$ cat src/hdl/numeric_text_parser_top_macros.svh
// ---------------------------------------------------------------------------
// Assertion macros for the numeric text parser
// Clocked property checks that compile away in synthesis builds.
// ---------------------------------------------------------------------------
`ifndef NUMERIC_TEXT_PARSER_TOP_MACROS_SVH
`define NUMERIC_TEXT_PARSER_TOP_MACROS_SVH

`ifndef SYNTHESIS

// Checked property with the asynchronous reset masking it.
`define NTP_ASSERT(lbl, clk_sig, rst_n_sig, prop) \
	lbl: assert property (@(posedge clk_sig) disable iff (!rst_n_sig) prop) \
		else $error("assertion failed");

// Checked property that also holds while reset is applied.
`define NTP_ASSERT_ALWAYS(lbl, clk_sig, prop) \
	lbl: assert property (@(posedge clk_sig) prop) \
		else $error("assertion failed");

`else

`define NTP_ASSERT(lbl, clk_sig, rst_n_sig, prop)
`define NTP_ASSERT_ALWAYS(lbl, clk_sig, prop)

`endif

`endif

$ cat src/hdl/ntp_pkg.sv
// ---------------------------------------------------------------------------
// ntp_pkg
// Types, character codes and helpers shared by the numeric text parser.
// ---------------------------------------------------------------------------
`timescale 1ns / 1ps
`default_nettype none

package ntp_pkg;

	localparam int BASE_W  = 5;
	localparam int CNT_W   = 8;
	localparam int VALUE_W = 64;
	localparam int STAT_W  = 2;
	localparam int OUT_W   = 104;

	localparam logic [BASE_W-1:0] RESET_BASE = 5'd10;
	localparam logic [BASE_W-1:0] HEX_BASE   = 5'd16;

	localparam logic [7:0] CH_SPACE = 8'h20;
	localparam logic [7:0] CH_TAB   = 8'h09;
	localparam logic [7:0] CH_CR    = 8'h0D;
	localparam logic [7:0] CH_LF    = 8'h0A;
	localparam logic [7:0] CH_PLUS  = 8'h2B;
	localparam logic [7:0] CH_MINUS = 8'h2D;
	localparam logic [7:0] CH_DOT   = 8'h2E;
	localparam logic [7:0] CH_0     = 8'h30;
	localparam logic [7:0] CH_9     = 8'h39;
	localparam logic [7:0] CH_UA    = 8'h41;
	localparam logic [7:0] CH_UF    = 8'h46;
	localparam logic [7:0] CH_LA    = 8'h61;
	localparam logic [7:0] CH_LF_HEX = 8'h66;
	localparam logic [7:0] CH_UX    = 8'h58;
	localparam logic [7:0] CH_LX    = 8'h78;

	localparam logic KIND_CHAR    = 1'b0;
	localparam logic KIND_RESTART = 1'b1;

	typedef enum logic [2:0] {
		PH_FAIL = 3'd0,
		PH_LEAD = 3'd1,
		PH_SIGN = 3'd2,
		PH_ZERO = 3'd3,
		PH_PRE  = 3'd4,
		PH_DOT  = 3'd5,
		PH_POST = 3'd6,
		PH_DONE = 3'd7
	} phase_t;

	typedef enum logic [STAT_W-1:0] {
		ST_CONT = 2'd0,
		ST_DONE = 2'd1,
		ST_FAIL = 2'd2
	} status_t;

	typedef struct packed {
		phase_t               phase;
		logic [VALUE_W-1:0]   magnitude;
		logic                 negative;
		logic [CNT_W-1:0]     width;
		logic [CNT_W-1:0]     digits;
		logic [CNT_W-1:0]     precision;
		logic                 upper;
		logic                 plus;
		logic                 prefix;
		logic [BASE_W-1:0]    base;
	} parse_state_t;

	function automatic logic [CNT_W-1:0] sat_inc(input logic [CNT_W-1:0] v);
		sat_inc = (v == '1) ? v : v + 1'b1;
	endfunction

	function automatic logic [CNT_W-1:0] floor_dec(input logic [CNT_W-1:0] v);
		floor_dec = (v == '0) ? v : v - 1'b1;
	endfunction

	function automatic parse_state_t fresh_state(input logic [BASE_W-1:0] b);
		parse_state_t s;
		s = '0;
		s.phase = PH_LEAD;
		s.base  = b;
		fresh_state = s;
	endfunction

endpackage

`default_nettype wire

$ cat src/hdl/ntp_step.sv
// ---------------------------------------------------------------------------
// ntp_step
// Next-state logic of the parser for one character or restart beat.
// ---------------------------------------------------------------------------
`timescale 1ns / 1ps
`default_nettype none

module ntp_step (
	input  ntp_pkg::parse_state_t        cur,
	input  logic                         kind,
	input  logic [7:0]                   char_byte,
	input  logic [ntp_pkg::BASE_W-1:0]   default_base,
	output ntp_pkg::parse_state_t        nxt,
	output ntp_pkg::status_t             status
);
	import ntp_pkg::*;

	logic               is_dec;
	logic               is_lo;
	logic               is_up;
	logic               is_digit;
	logic [7:0]         dig8;
	logic [3:0]         dig;
	logic               below_base;
	logic [VALUE_W-1:0] mac;
	logic               is_ws;
	logic               do_take;
	logic               frac;
	logic               do_after_sign;

	assign is_dec   = (char_byte >= CH_0) && (char_byte <= CH_9);
	assign is_lo    = (char_byte >= CH_LA) && (char_byte <= CH_LF_HEX);
	assign is_up    = (char_byte >= CH_UA) && (char_byte <= CH_UF);
	assign is_digit = is_dec || is_lo || is_up;
	assign is_ws    = (char_byte == CH_SPACE) || (char_byte == CH_TAB) ||
	                  (char_byte == CH_CR) || (char_byte == CH_LF);

	// Letters map to 10..15 by offsetting from the letter 'a' or 'A'.
	always_comb begin
		if (is_dec) begin
			dig8 = char_byte - CH_0;
		end else if (is_lo) begin
			dig8 = char_byte - CH_LA + 8'd10;
		end else begin
			dig8 = char_byte - CH_UA + 8'd10;
		end
	end
	assign dig = dig8[3:0];

	assign below_base = {1'b0, dig} < cur.base;
	assign mac        = cur.magnitude * VALUE_W'(cur.base) + VALUE_W'(dig);

	always_comb begin
		nxt           = cur;
		status        = ST_CONT;
		do_take       = 1'b0;
		frac          = 1'b0;
		do_after_sign = 1'b0;

		if (kind == KIND_RESTART) begin
			nxt = fresh_state(default_base);
		end else begin
			unique case (cur.phase)
				PH_FAIL: begin
					status = ST_FAIL;
				end
				PH_DONE: begin
					status = ST_DONE;
				end
				PH_LEAD: begin
					if (is_ws) begin
						nxt.width = sat_inc(cur.width);
					end else if (char_byte == CH_MINUS || char_byte == CH_PLUS) begin
						nxt.plus     = cur.plus | (char_byte == CH_PLUS);
						nxt.negative = (char_byte == CH_MINUS);
						nxt.width    = sat_inc(cur.width);
						nxt.phase    = PH_SIGN;
					end else begin
						do_after_sign = 1'b1;
					end
				end
				PH_SIGN: begin
					do_after_sign = 1'b1;
				end
				PH_ZERO: begin
					if (char_byte == CH_LX || char_byte == CH_UX) begin
						nxt.upper  = cur.upper | (char_byte == CH_UX);
						nxt.prefix = 1'b1;
						nxt.base   = HEX_BASE;
						nxt.width  = floor_dec(cur.width);
						nxt.digits = floor_dec(cur.digits);
						nxt.phase  = PH_PRE;
					end else begin
						do_take = 1'b1;
					end
				end
				PH_PRE: begin
					do_take = 1'b1;
				end
				PH_DOT, PH_POST: begin
					do_take = 1'b1;
					frac    = 1'b1;
				end
				default: begin
					status = ST_FAIL;
				end
			endcase

			// A leading zero is held back so that an x may still turn it into a prefix.
			if (do_after_sign) begin
				if (char_byte == CH_0) begin
					nxt.width  = sat_inc(cur.width);
					nxt.digits = sat_inc(cur.digits);
					nxt.phase  = PH_ZERO;
				end else begin
					do_take = 1'b1;
				end
			end

			if (do_take) begin
				if (is_digit) begin
					if (!below_base) begin
						nxt.phase = PH_FAIL;
						status    = ST_FAIL;
					end else begin
						nxt.upper     = cur.upper | is_up;
						nxt.width     = sat_inc(cur.width);
						nxt.digits    = sat_inc(cur.digits);
						nxt.precision = frac ? sat_inc(cur.precision) : cur.precision;
						nxt.magnitude = mac;
						nxt.phase     = frac ? PH_POST : PH_PRE;
					end
				end else if (!frac && char_byte == CH_DOT) begin
					nxt.width = sat_inc(cur.width);
					nxt.phase = PH_DOT;
				end else begin
					nxt.phase = PH_DONE;
					status    = ST_DONE;
				end
			end
		end
	end

endmodule

`default_nettype wire

$ cat src/hdl/numeric_text_parser_top.sv
// ---------------------------------------------------------------------------
// numeric_text_parser_top
// Streaming parser that turns text bytes into a number and format fields.
// ---------------------------------------------------------------------------
// A beat is held in the input register, then parsed into the result register,
// which presents it on the master side. Throughput: one beat per cycle while
// m_tready does not stall the result, set by the single state update path.
// Reset: arst_n clears all control state at once; the parser restarts with
// base 10 and the default base register returns to 10.
`timescale 1ns / 1ps
`default_nettype none
`include "numeric_text_parser_top_macros.svh"

module numeric_text_parser_top (
	input  logic                          clk,
	input  logic                          arst_n,

	// Input stream. tdata: char_byte[7:0]. tuser: kind[0].
	input  logic                          s_tvalid,
	output logic                          s_tready,
	input  logic [7:0]                    s_tdata,
	input  logic                          s_tuser,

	// Result stream. tdata from bit 0 up: status[1:0], value[65:2],
	// negative[66], width[74:67], digit_count[82:75], precision[90:83],
	// flag_upper[91], flag_plus[92], flag_prefix[93], base_used[98:94],
	// zero fill[103:99].
	output logic                          m_tvalid,
	input  logic                          m_tready,
	output logic [ntp_pkg::OUT_W-1:0]     m_tdata,

	// Default base register write channel.
	input  logic                          cfg_valid,
	output logic                          cfg_ready,
	input  logic [ntp_pkg::BASE_W-1:0]    cfg_data
);
	import ntp_pkg::*;

	// Input register: one beat waits here for its turn at the state update.
	logic                 v_s1;
	logic                 kind_s1;
	logic [7:0]           char_s1;

	// Parser state and the default base register.
	parse_state_t         st_q;
	parse_state_t         st_next;
	status_t              status_next;
	logic [BASE_W-1:0]    def_base_q;

	// Result register.
	logic                 m_valid_q;
	logic [OUT_W-1:0]     m_data_q;

	logic                 adv;

	// A beat moves from the input register into the result register when the
	// result register is empty or its current beat is being taken. The input
	// register refills in the same cycle, so a steady stream runs at full rate while m_tready is high.
	assign adv      = v_s1 && (!m_valid_q || m_tready);
	assign s_tready = !v_s1 || adv;

	// The register write is always taken; the host must write only while idle, and the block does not enforce it.
	assign cfg_ready = 1'b1;

	always_ff @(posedge clk or negedge arst_n) begin
		if (!arst_n) begin
			def_base_q <= RESET_BASE;
		end else if (cfg_valid) begin
			def_base_q <= cfg_data;
		end
	end

	always_ff @(posedge clk or negedge arst_n) begin
		if (!arst_n) begin
			v_s1 <= 1'b0;
		end else if (s_tready) begin
			v_s1 <= s_tvalid;
		end
	end

	always_ff @(posedge clk) begin
		if (s_tready && s_tvalid) begin
			kind_s1 <= s_tuser;
			char_s1 <= s_tdata;
		end
	end

	ntp_step u_step (
		.cur          (st_q),
		.kind         (kind_s1),
		.char_byte    (char_s1),
		.default_base (def_base_q),
		.nxt          (st_next),
		.status       (status_next)
	);

	// The parser state advances exactly once per beat, together with the
	// result register, so the reported fields always match the state.
	always_ff @(posedge clk or negedge arst_n) begin
		if (!arst_n) begin
			st_q <= fresh_state(RESET_BASE);
		end else if (adv) begin
			st_q <= st_next;
		end
	end

	always_ff @(posedge clk or negedge arst_n) begin
		if (!arst_n) begin
			m_valid_q <= 1'b0;
		end else if (adv) begin
			m_valid_q <= 1'b1;
		end else if (m_tready) begin
			m_valid_q <= 1'b0;
		end
	end

	always_ff @(posedge clk) begin
		if (adv) begin
			m_data_q <= {5'b0, st_next.base, st_next.prefix, st_next.plus,
			             st_next.upper, st_next.precision, st_next.digits,
			             st_next.width, st_next.negative, st_next.magnitude,
			             status_next};
		end
	end

	assign m_tvalid = m_valid_q;
	assign m_tdata  = m_data_q;

	// Input side stalls only when a beat is parked and the result is blocked.
	`NTP_ASSERT(a_ready_only_when_blocked, clk, arst_n, !s_tready |-> (v_s1 && m_valid_q && !m_tready))
	// A finished or failed parse keeps its state until a restart.
	`NTP_ASSERT(a_terminal_holds, clk, arst_n, (adv && kind_s1 == KIND_CHAR && (st_q.phase == PH_FAIL || st_q.phase == PH_DONE)) |=> $stable(st_q))
	// A restart clears the counters and loads the register base.
	`NTP_ASSERT(a_restart_loads, clk, arst_n, (adv && kind_s1 == KIND_RESTART) |=> (st_q.width == '0 && st_q.base == $past(def_base_q)))
	// Fraction digits are a subset of all digits.
	`NTP_ASSERT(a_precision_le_digits, clk, arst_n, st_q.precision <= st_q.digits)

endmodule

`default_nettype wire
$ cat config.mk
export PLATFORM = sky130hd
export DESIGN_NAME = numeric_text_parser_top
export DESIGN_NICKNAME = d
export VERILOG_FILES = /design/src/hdl/ntp_pkg.sv /design/src/hdl/ntp_step.sv /design/src/hdl/numeric_text_parser_top.sv
export VERILOG_INCLUDE_DIRS = /design/src /design/src/hdl
export SDC_FILE = /design/constraint.sdc
export NUM_CORES = 1
export LEC_CHECK = 0
export BUFFER_PORTS_ARGS = -buffer_cell sky130_fd_sc_hd__clkbuf_2
export CAP_MARGIN = 40
export CELL_PAD_IN_SITES_DETAIL_PLACEMENT = 0
export CELL_PAD_IN_SITES_GLOBAL_PLACEMENT = 1
export CORE_UTILIZATION = 54
export DETAILED_ROUTE_END_ITERATION = 8
export HOLD_SLACK_MARGIN = 0.08
export MAX_ROUTING_LAYER = met4
export PLACE_DENSITY = 0.9
export SLEW_MARGIN = 20
export SYNTH_ARGS = -nofsm -noshare
export SYNTH_HDL_FRONTEND = slang
export SYNTH_HIERARCHICAL = 1
export SYNTH_SLANG_ARGS = --single-unit
$ cat constraint.sdc
create_clock -name clk -period 7.8 [get_ports clk]
set_input_delay 0.39 -clock clk [delete_from_list [all_inputs] [get_ports clk]]
set_output_delay 0.39 -clock clk [all_outputs]
set_load 0.05 [all_outputs]
# Word level (Yosys, flattened, before mapping)
# Cells that the tools add are included.
dict set report classes {
  n_bitwise 3
  eq_ne 20
  n_lt_le_gt_ge 7
  mux 66
  multipliers 1
  n_reduce_logical 24
  add_sub_neg 11
}
# op n
set op_table {}
lappend op_table {{$mux W64} 2}
lappend op_table {{$mux W100} 1}
lappend op_table {{$mux W16} 5}
lappend op_table {{$mux W8} 10}
lappend op_table {{$mux W67} 1}
lappend op_table {{$add A64 B4 Y64} 1}
lappend op_table {{$mul A64 B5 Y64} 1}
lappend op_table {{$mux W25} 2}
lappend op_table {{$eq A8 B6 Y1 const B} 5}
lappend op_table {{$mux W9} 4}
lappend op_table {{$add A8 B1 Y8 const B} 3}
lappend op_table {{$eq A8 B4 Y1 const B} 3}
lappend op_table {{$eq A8 B8 Y1 const B} 3}
lappend op_table {{$mux W3} 7}
lappend op_table {{$mux W1} 18}
lappend op_table {{$mux W17} 1}
lappend op_table {{$eq A8 B7 Y1 const B} 2}
lappend op_table {{$ge A8 B7 Y1 const B} 2}
lappend op_table {{$le A8 B7 Y1 const B} 2}
lappend op_table {{$logic_not A8 Y1} 2}
lappend op_table {{$pmux W8 S2} 1}
lappend op_table {{$sub A8 B1 Y8 const B} 2}
lappend op_table {{$eq A3 B3 Y1 const B} 4}
lappend op_table {{$mux W2} 6}
lappend op_table {{20 further kinds} 44}
dict set report totals {
  out_inout_bits 107
  in_bits 19
  reg_bits 215
  wordCells 149
}

# Logic depth before layout (Yosys ltp)
# Gate-level depths: netlist of the first run.
dict set report logic_depth {
  ltp_word 15
  ltp_mapped 23
}

# By module
# The synthesis of the first run kept the hierarchy.
# module cells_per_inst area_per_inst_um2 instances
set by_module_without_submodules {}
lappend by_module_without_submodules {ntp_step 1894 13920.9 1}
lappend by_module_without_submodules {numeric_text_parser_top 346 7756.2 1}

# Worst setup path before layout of the first run
# OpenSTA, ideal clock, no wires.
dict set report synth_path {
  path_type {reg2reg}
  from {reg char_s1[1]}
  to {reg st_q[95] (netlist name)}
  path_buffers 0
  setup_ns 0.125
  stages_incl_launch_ff 24
  period_less_slack_ns 5.359
  path_slack_ns 2.441
  arrival_ns 5.234
  cell_sequence {edfxtp_1 > inv_1 > ha_1 > o21bai_1 > a21oi_2 > nand2b_1 > xor2_1 > fa_1 > inv_1 > ha_1 > ha_1 > ha_1 > fa_1 > a21o_2 > a221oi_2 > a211oi_1 > o211ai_1 > a211oi_1 > o31ai_1 > o21ai_0 > o211ai_1 > mux2i_1 > nand2_1 > mux2_4}
}
# element line_no
set synth_lines {}
lappend synth_lines {{start: declaration} numeric_text_parser_top.sv:42} ;# logic [7:0] char_s1;
lappend synth_lines {{start signal: assignment} numeric_text_parser_top.sv:84} ;# char_s1 <= s_tdata;
lappend synth_lines {{end signal: assignment} numeric_text_parser_top.sv:101} ;# st_q <= fresh_state(RESET_BASE);
lappend synth_lines {{end signal: assignment} numeric_text_parser_top.sv:103} ;# st_q <= st_next;
lappend synth_lines {{end: declaration} numeric_text_parser_top.sv:45} ;# parse_state_t st_q;

==> impl_metrics.json, run 1 <==
{
  "p_leak_uw": 0.01083,
  "min_from": "cfg_data[4]",
  "post-place-ws_ns": 1.357,
  "hold_class": "in2reg",
  "initial_core_util_pct": 54.68,
  "synthesis.area_um2": 21680,
  "avgSynthCellArea_um2": 9.677,
  "power_density_nw_per_um2": 147.3,
  "vias": 16170,
  "numCtsBuffers": 28,
  "yosys_warnings": 6,
  "end_kind": "flip-flop",
  "utilization_pct": 59.62,
  "cp.required_ns": 8.25,
  "comb_power_share_pct": 21.8,
  "hold_viol_final": 0,
  "fin_ws_ns": 1.202,
  "synthCells": 2240,
  "syn_to_final_growth_pct": 9.022,
  "htree_levels": 1,
  "dieHeight_um": 202.4,
  "rr_endpoint": "st_q[85]$_DFFE_PN0P_",
  "status": "complete, no violations",
  "seqCellArea_um2": 5929,
  "async_flop_share_pct": 49.77,
  "switching_share_pct": 34.12,
  "p_switching_uw": 1188,
  "drt_iter0_drc": 1178,
  "synth_most_common_cell": "inv_1",
  "totalWireLength_um": 52800,
  "synth_top_cell_by_area": "fa_1",
  "grt_pass1_wl_um": 87470,
  "maxSlewViolCount": 0,
  "fp.dieW_um": 202.4,
  "pin_count": 126,
  "p_seq_share_pct": 39.7,
  "drv_cap": 0,
  "rsz0062_at_grt": "no",
  "crit_type": "reg2reg",
  "core_um2": 39640,
  "clock_path_buffers": 3,
  "dp.cells": 2792,
  "diodes": 0,
  "clockPowerShare_pct": 38.5,
  "ys_ff_latch": 215,
  "synth_top_area_share_pct": 16.72,
  "worst_clock_skew_ns": 0.02691,
  "max_freq_mhz": 151.6,
  "max-vdd-ir-drop_uv": 200.2,
  "reg2reg_depth": 23,
  "rows": 73,
  "internal-power_uw": 2293,
  "ys.flop_type": "edfxtp_1",
  "routed_via_density": 5.651,
  "io_buffer_count": 119,
  "yosys-top-cells-area": "fa_1, edfxtp_1, dfrtp_1",
  "grt_pass1_vias": 16640,
  "cp_max_fo": 6,
  "yosysUniqueCellTypes": 105,
  "gp_congestion": 0.9025,
  "cts-root-buf": "clkbuf_16",
  "grt_max_degree": 60,
  "finalCriticalPeriod_ns": 6.598,
  "dp_hpwl_um": 38500,
  "drc": 0,
  "wl_per_cell_um": 18.45,
  "cts_tree": "yes",
  "synth_edf_count": 108,
  "dieArea_um2": 40950,
  "clock_latency_ns": 0.59,
  "instances_no_fill": 2862,
  "cp-start-kind": "flip-flop",
  "whs_endpoint": "def_base_q[4]$_DFFE_PN0P_",
  "seq_area_frac_synth_pct": 27.34,
  "relSlewSlack_pct": 43.65,
  "dr.pass1.iters": 5,
  "ff2ff_setup_slack_ns": 1.20,
  "holdPathStages": 2,
  "setup_viol": 0,
  "worstMarginPinSlew_ns": 0.8381,
  "fill_cells": 3435,
  "ant_nets": 0,
  "clock_sinks": 215,
  "grt-ovfl-total": 0,
  "cp.arrival_ns": 7.04,
  "period_share_pct": 84.59,
  "antenna_found_initial": 0,
  "fin_tns_setup_ns": 0,
  "drive_above_1_share_pct": 14.42,
  "cts.clk_slew.worst_paths_ns": 0.06,
  "grtUsageTotal_pct": 27.20,
  "ys_top_cells_by_count": "inv_1, nand2_1, and2_1",
  "multi_input_area_um2": 13960,
  "final_nets": 2656,
  "worstReg2RegStart": "char_s1[1]$_DFFE_PP_"
}
layer usage:
metal	global-route usage, %	vias to the layer above	part of all wire [%]
li1	-	7590	-
met1	35.87	8065	45
met2	44.63	432	48
met3	3.144	85	4.8
met4	6.955	0	2.3
met5	-	-	0
per-stage QoR:
| step | cell area (um2) | hold slack, ns | total power, uW |
|---|---|---|---|
| floorplan | 21690 | 0.09441 | 1928 |
| global placement | 22350 | 0.4745 | 2117 |
| detailed placement | 22420 | 0.4864 | 2138 |
| CTS | 23550 | 0.08238 | 3501 |
| global route | 23630 | 0.1056 | 3623 |
| finish | 23630 | 0.1224 | 3481 |
critical path, stage by stage, from the launching register on:
cell	delay, ns
edfxtp_1	0.46
inv_1	0.14
ha_1	0.25
o21bai_1	0.10
a21oi_2	0.25
nand2b_1	0.16
xor2_1	0.34
fa_1	0.49
inv_1	0.08
ha_1	0.23
ha_1	0.28
ha_1	0.22
fa_1	0.40
a21o_2	0.25
a221oi_2	0.40
a211oi_1	0.16
o211ai_1	0.32
a211oi_1	0.20
o31ai_1	0.76
nor2_1	0.13
a21oi_1	0.21
xor2_1	0.17
o21ai_0	0.14
mux2_4	0.30
cell families (layout without fill, tap and decap cells):
| logic type | count (synthesis) | in the layout | share of synthesized area, % |
|---|---|---|---|
| flops | 215 | 215 | 27.34 |
| simple gates | 736 | 736 | 17.66 |
| mux | 113 | 113 | 7.371 |
| fa+ha+maj | 323 | 323 | 24.90 |
| xor+xnor | 77 | 77 | 3.111 |
| compound gates | 368 | 368 | 11.17 |
| buf+inv | 406 | 499 | 8.410 |
| other cells | 2 | 6 | 0.03464 |
registers in the layout, indices dropped and copies added (netlist names):
register	cells
char_s1	8
def_base_q	5
kind_s1	1
m_tdata	99
m_tvalid	1
st_q	100
v_s1	1
final cells by class:
type / count / share of cell area [%]
multi-input combinational: 1623 / 59.05
sequential: 215 / 25.09
inverter: 293 / 4.664
timing repair buffer: 154 / 4.278
clock buffer: 33 / 3.219
tap: 525 / 2.780
clock inverter: 19 / 0.9159
layout by cell type (no fill, tap or decap), types with 51 or more instances in the layout:
| master | n |
|---|---|
| ha_1 | 141 |
| o21ai_0 | 51 |
| nor2_1 | 76 |
| edfxtp_1 | 108 |
| and2_1 | 209 |
| dfrtp_1 | 100 |
| mux2_4 | 89 |
| clkbuf_2 | 118 |
| nand2_1 | 271 |
| fa_1 | 181 |
| inv_1 | 291 |
| a21oi_1 | 129 |
timing repair:
item / in CTS / in global routing
endpoints found under the hold margin: 62 / 0
hold buffers: 15 / 0
setup buffers: 0 / 0
resized for setup: 0 / 0
how the worst max path moves through the flow:
stage / slack, ns / cells after the start / from / endpoint
finish: 1.20 / 23 / char_s1[1]$_DFFE_PP_ / st_q[85]$_DFFE_PN0P_
global route: 0.80 / 23 / char_s1[1]$_DFFE_PP_ / st_q[95]$_DFFE_PN0P_
CTS: 1.28 / 22 / char_s1[1]$_DFFE_PP_ / st_q[85]$_DFFE_PN0P_
detailed placement: 1.36 / 22 / char_s1[1]$_DFFE_PP_ / st_q[87]$_DFFE_PN0P_
global placement: 1.44 / 23 / char_s1[1]$_DFFE_PP_ / st_q[87]$_DFFE_PN0P_
floorplan: 2.44 / 23 / char_s1[1]$_DFFE_PP_ / st_q[95]$_DFFE_PN0P_
power groups by stage:
stage	Sequential (uW)	Combinational [uW]	Clock [uW]
2_1_floorplan	1460	471	0
3_3_place_gp	1410	703	0
3_5_place_dp	1420	720	0
4_1_cts	1400	729	1370
5_1_grt	1400	813	1410
6_report	1380	759	1340
Power figures use the tool's default switching activity.
==> run 2, diff against run 1 <==
CORE_UTILIZATION = 50   (was 54)
PLACE_DENSITY = 0.85   (was 0.9)
clock period = 6.6 ns   (was 7.8 ns; I/O delays follow)
==> run 2 against run 1 <==
Against the previous run: die area increased by 7.9%; power grew 17%; sequential cell count is the same; register-to-register slack worse by 0.78 ns; clock skew fell by 0.0078 ns; final cell count grew 2.1%; critical endpoint unchanged; utilization shrank 3.6 points; hold slack lost 0.0090 ns; non-clock buffer count rose by 11; combinational power increased by 19%; sequential power rose by 19%; maximum frequency up 6.8%.
==> impl_metrics.json, run 2 (same netlist as run 1, synthesis figures left out) <==
{
  "grt-ovfl-total": 0,
  "finalPower_uw": 4080,
  "fill_cells": 3716,
  "htree_levels": 1,
  "fp.dieW_um": 210.2,
  "rsz0062_at_grt": "no",
  "rr_endpoint": "st_q[85]$_DFFE_PN0P_",
  "largest_register_ffs": 100,
  "utilization_pct": 56.05,
  "rows": 75,
  "drive_above_1_share_pct": 14.36,
  "period_share_pct": 93.57,
  "cts_tree": "yes",
  "syn_to_final_growth_pct": 9.425,
  "seqCellArea_um2": 5929,
  "totalWireLength_um": 53280,
  "max_freq_mhz": 161.9,
  "p_leak_uw": 0.01084,
  "worst_clock_skew_ns": 0.01907,
  "fin_tns_setup_ns": 0,
  "hold_viol_final": 0,
  "final_cell_mix": "inv_1, nand2_1, and2_1, fa_1, ha_1",
  "maxSlewViolCount": 0,
  "clock_sinks": 215,
  "cp_max_fo": 6,
  "cts.clk_slew.worst_paths_ns": 0.07,
  "finalCriticalPeriod_ns": 6.175,
  "vias": 16310,
  "dieArea_um2": 44190,
  "antenna_found_initial": 0,
  "gp_congestion": 0.8884,
  "core_um2": 42320,
  "regMostFlops": "st_q",
  "power_density_nw_per_um2": 172.0,
  "grt_pass1_vias": 17000,
  "crit_type": "reg2reg",
  "dp_hpwl_um": 38300,
  "hold_class": "in2async",
  "final_nets": 2666,
  "status": "complete, no violations",
  "whs_ns": 0.1134,
  "ff2ff_setup_slack_ns": 0.42,
  "clock_latency_ns": 0.58,
  "ant_nets": 0,
  "cp-start-kind": "flip-flop",
  "cp.arrival_ns": 6.64,
  "drv_cap": 0,
  "wl_per_cell_um": 18.23,
  "drc": 0,
  "initial_core_util_pct": 51.22,
  "max-vdd-ir-drop_uv": 235.8,
  "layout_commonest_cell": "inv_1",
  "dr.pass1.iters": 7,
  "clock_path_buffers": 3,
  "worstReg2RegStart": "char_s1[0]$_DFFE_PP_",
  "worstMarginPinSlew_ns": 0.7388,
  "dieHeight_um": 210.2,
  "end_kind": "flip-flop",
  "routed_via_density": 5.580,
  "cts-root-buf": "clkbuf_16",
  "grt_pass1_wl_um": 88690,
  "drt_iter0_drc": 1200,
  "numCtsBuffers": 27,
  "pin_count": 126,
  "reg2reg_depth": 23,
  "relSlewSlack_pct": 50.42,
  "setup_viol": 0,
  "fin_ws_ns": 0.4246,
  "post-place-ws_ns": 0.3819,
  "diodes": 0,
  "grt_max_degree": 57,
  "post_cts_buffers": 0,
  "grtUsageTotal_pct": 25.65,
  "cp.required_ns": 7.07,
  "multi_input_area_um2": 13960,
  "io_buffer_count": 119
}
run 2: how the worst max path moves through the flow:
stage / start / end / slack, ns / cells after the start
6_report: char_s1[0]$_DFFE_PP_ / st_q[85]$_DFFE_PN0P_ / 0.42 / 23
5_1_grt: char_s1[1]$_DFFE_PP_ / st_q[95]$_DFFE_PN0P_ / 0.02 / 22
2_1_floorplan: char_s1[1]$_DFFE_PP_ / st_q[95]$_DFFE_PN0P_ / 1.24 / 23
3_3_place_gp: char_s1[1]$_DFFE_PP_ / st_q[87]$_DFFE_PN0P_ / 0.52 / 23
3_5_place_dp: char_s1[0]$_DFFE_PP_ / st_q[85]$_DFFE_PN0P_ / 0.38 / 23
4_1_cts: char_s1[0]$_DFFE_PP_ / st_q[95]$_DFFE_PN0P_ / 0.34 / 23
run 2: critical path: stages, from the launching register on:
cell and delay (ns):
edfxtp_1 0.49, inv_1 0.16, ha_1 0.22, o21bai_1 0.11, a21oi_2 0.25, nand2b_1 0.16, xor2_1 0.25, fa_1 0.47
inv_1 0.08, ha_1 0.23, ha_1 0.28, ha_1 0.23, fa_1 0.41, a21o_2 0.26, a221oi_2 0.40, a211oi_1 0.16
o211ai_1 0.33, a211oi_1 0.20, o31ai_2 0.47, nor2_1 0.12, a21oi_1 0.20, xor2_1 0.18, o21ai_0 0.12, mux2_4 0.29
run 2: final cells by class:
cell class,count,share of cell area (%)
flip-flops and latches,215,25.00
repair buffers,165,4.600
clock inverters,16,0.8123
well taps,577,3.044
multi-input cells,1623,58.86
inverters,293,4.647
clock buffers,34,3.044
run 2: power by group:
part	switching, uW	leakage [uW]	internal [uW]
clock network	633	0.000439	902
registers	142	0.00253	1500
logic	640	0.00787	261
run 2: repair_timing:
action,CTS,global route
endpoints found under the hold margin,69,0
gates resized for setup,0,1
hold buffers,22,0
endpoints found under the setup margin,0,5
run 2: per-layer routing:
| layer | GRT usage [%] | wire length, um | vias to the layer above |
|---|---|---|---|
| met3 | 3.382 | 2735 | 91 |
| met5 | - | 0 | - |
| met1 | 34.48 | 24100 | 8165 |
| met2 | 40.61 | 24940 | 434 |
| met4 | 7.551 | 1501 | 0 |
| li1 | - | - | 7619 |
run 2: stage by stage:
stage                     std cells  area, um2
after detailed placement       2847      22490
after floorplan                2244      21690
after global placement         2845      22440
after global routing           2923      23720
after CTS                      2919      23630
final                          2923      23720
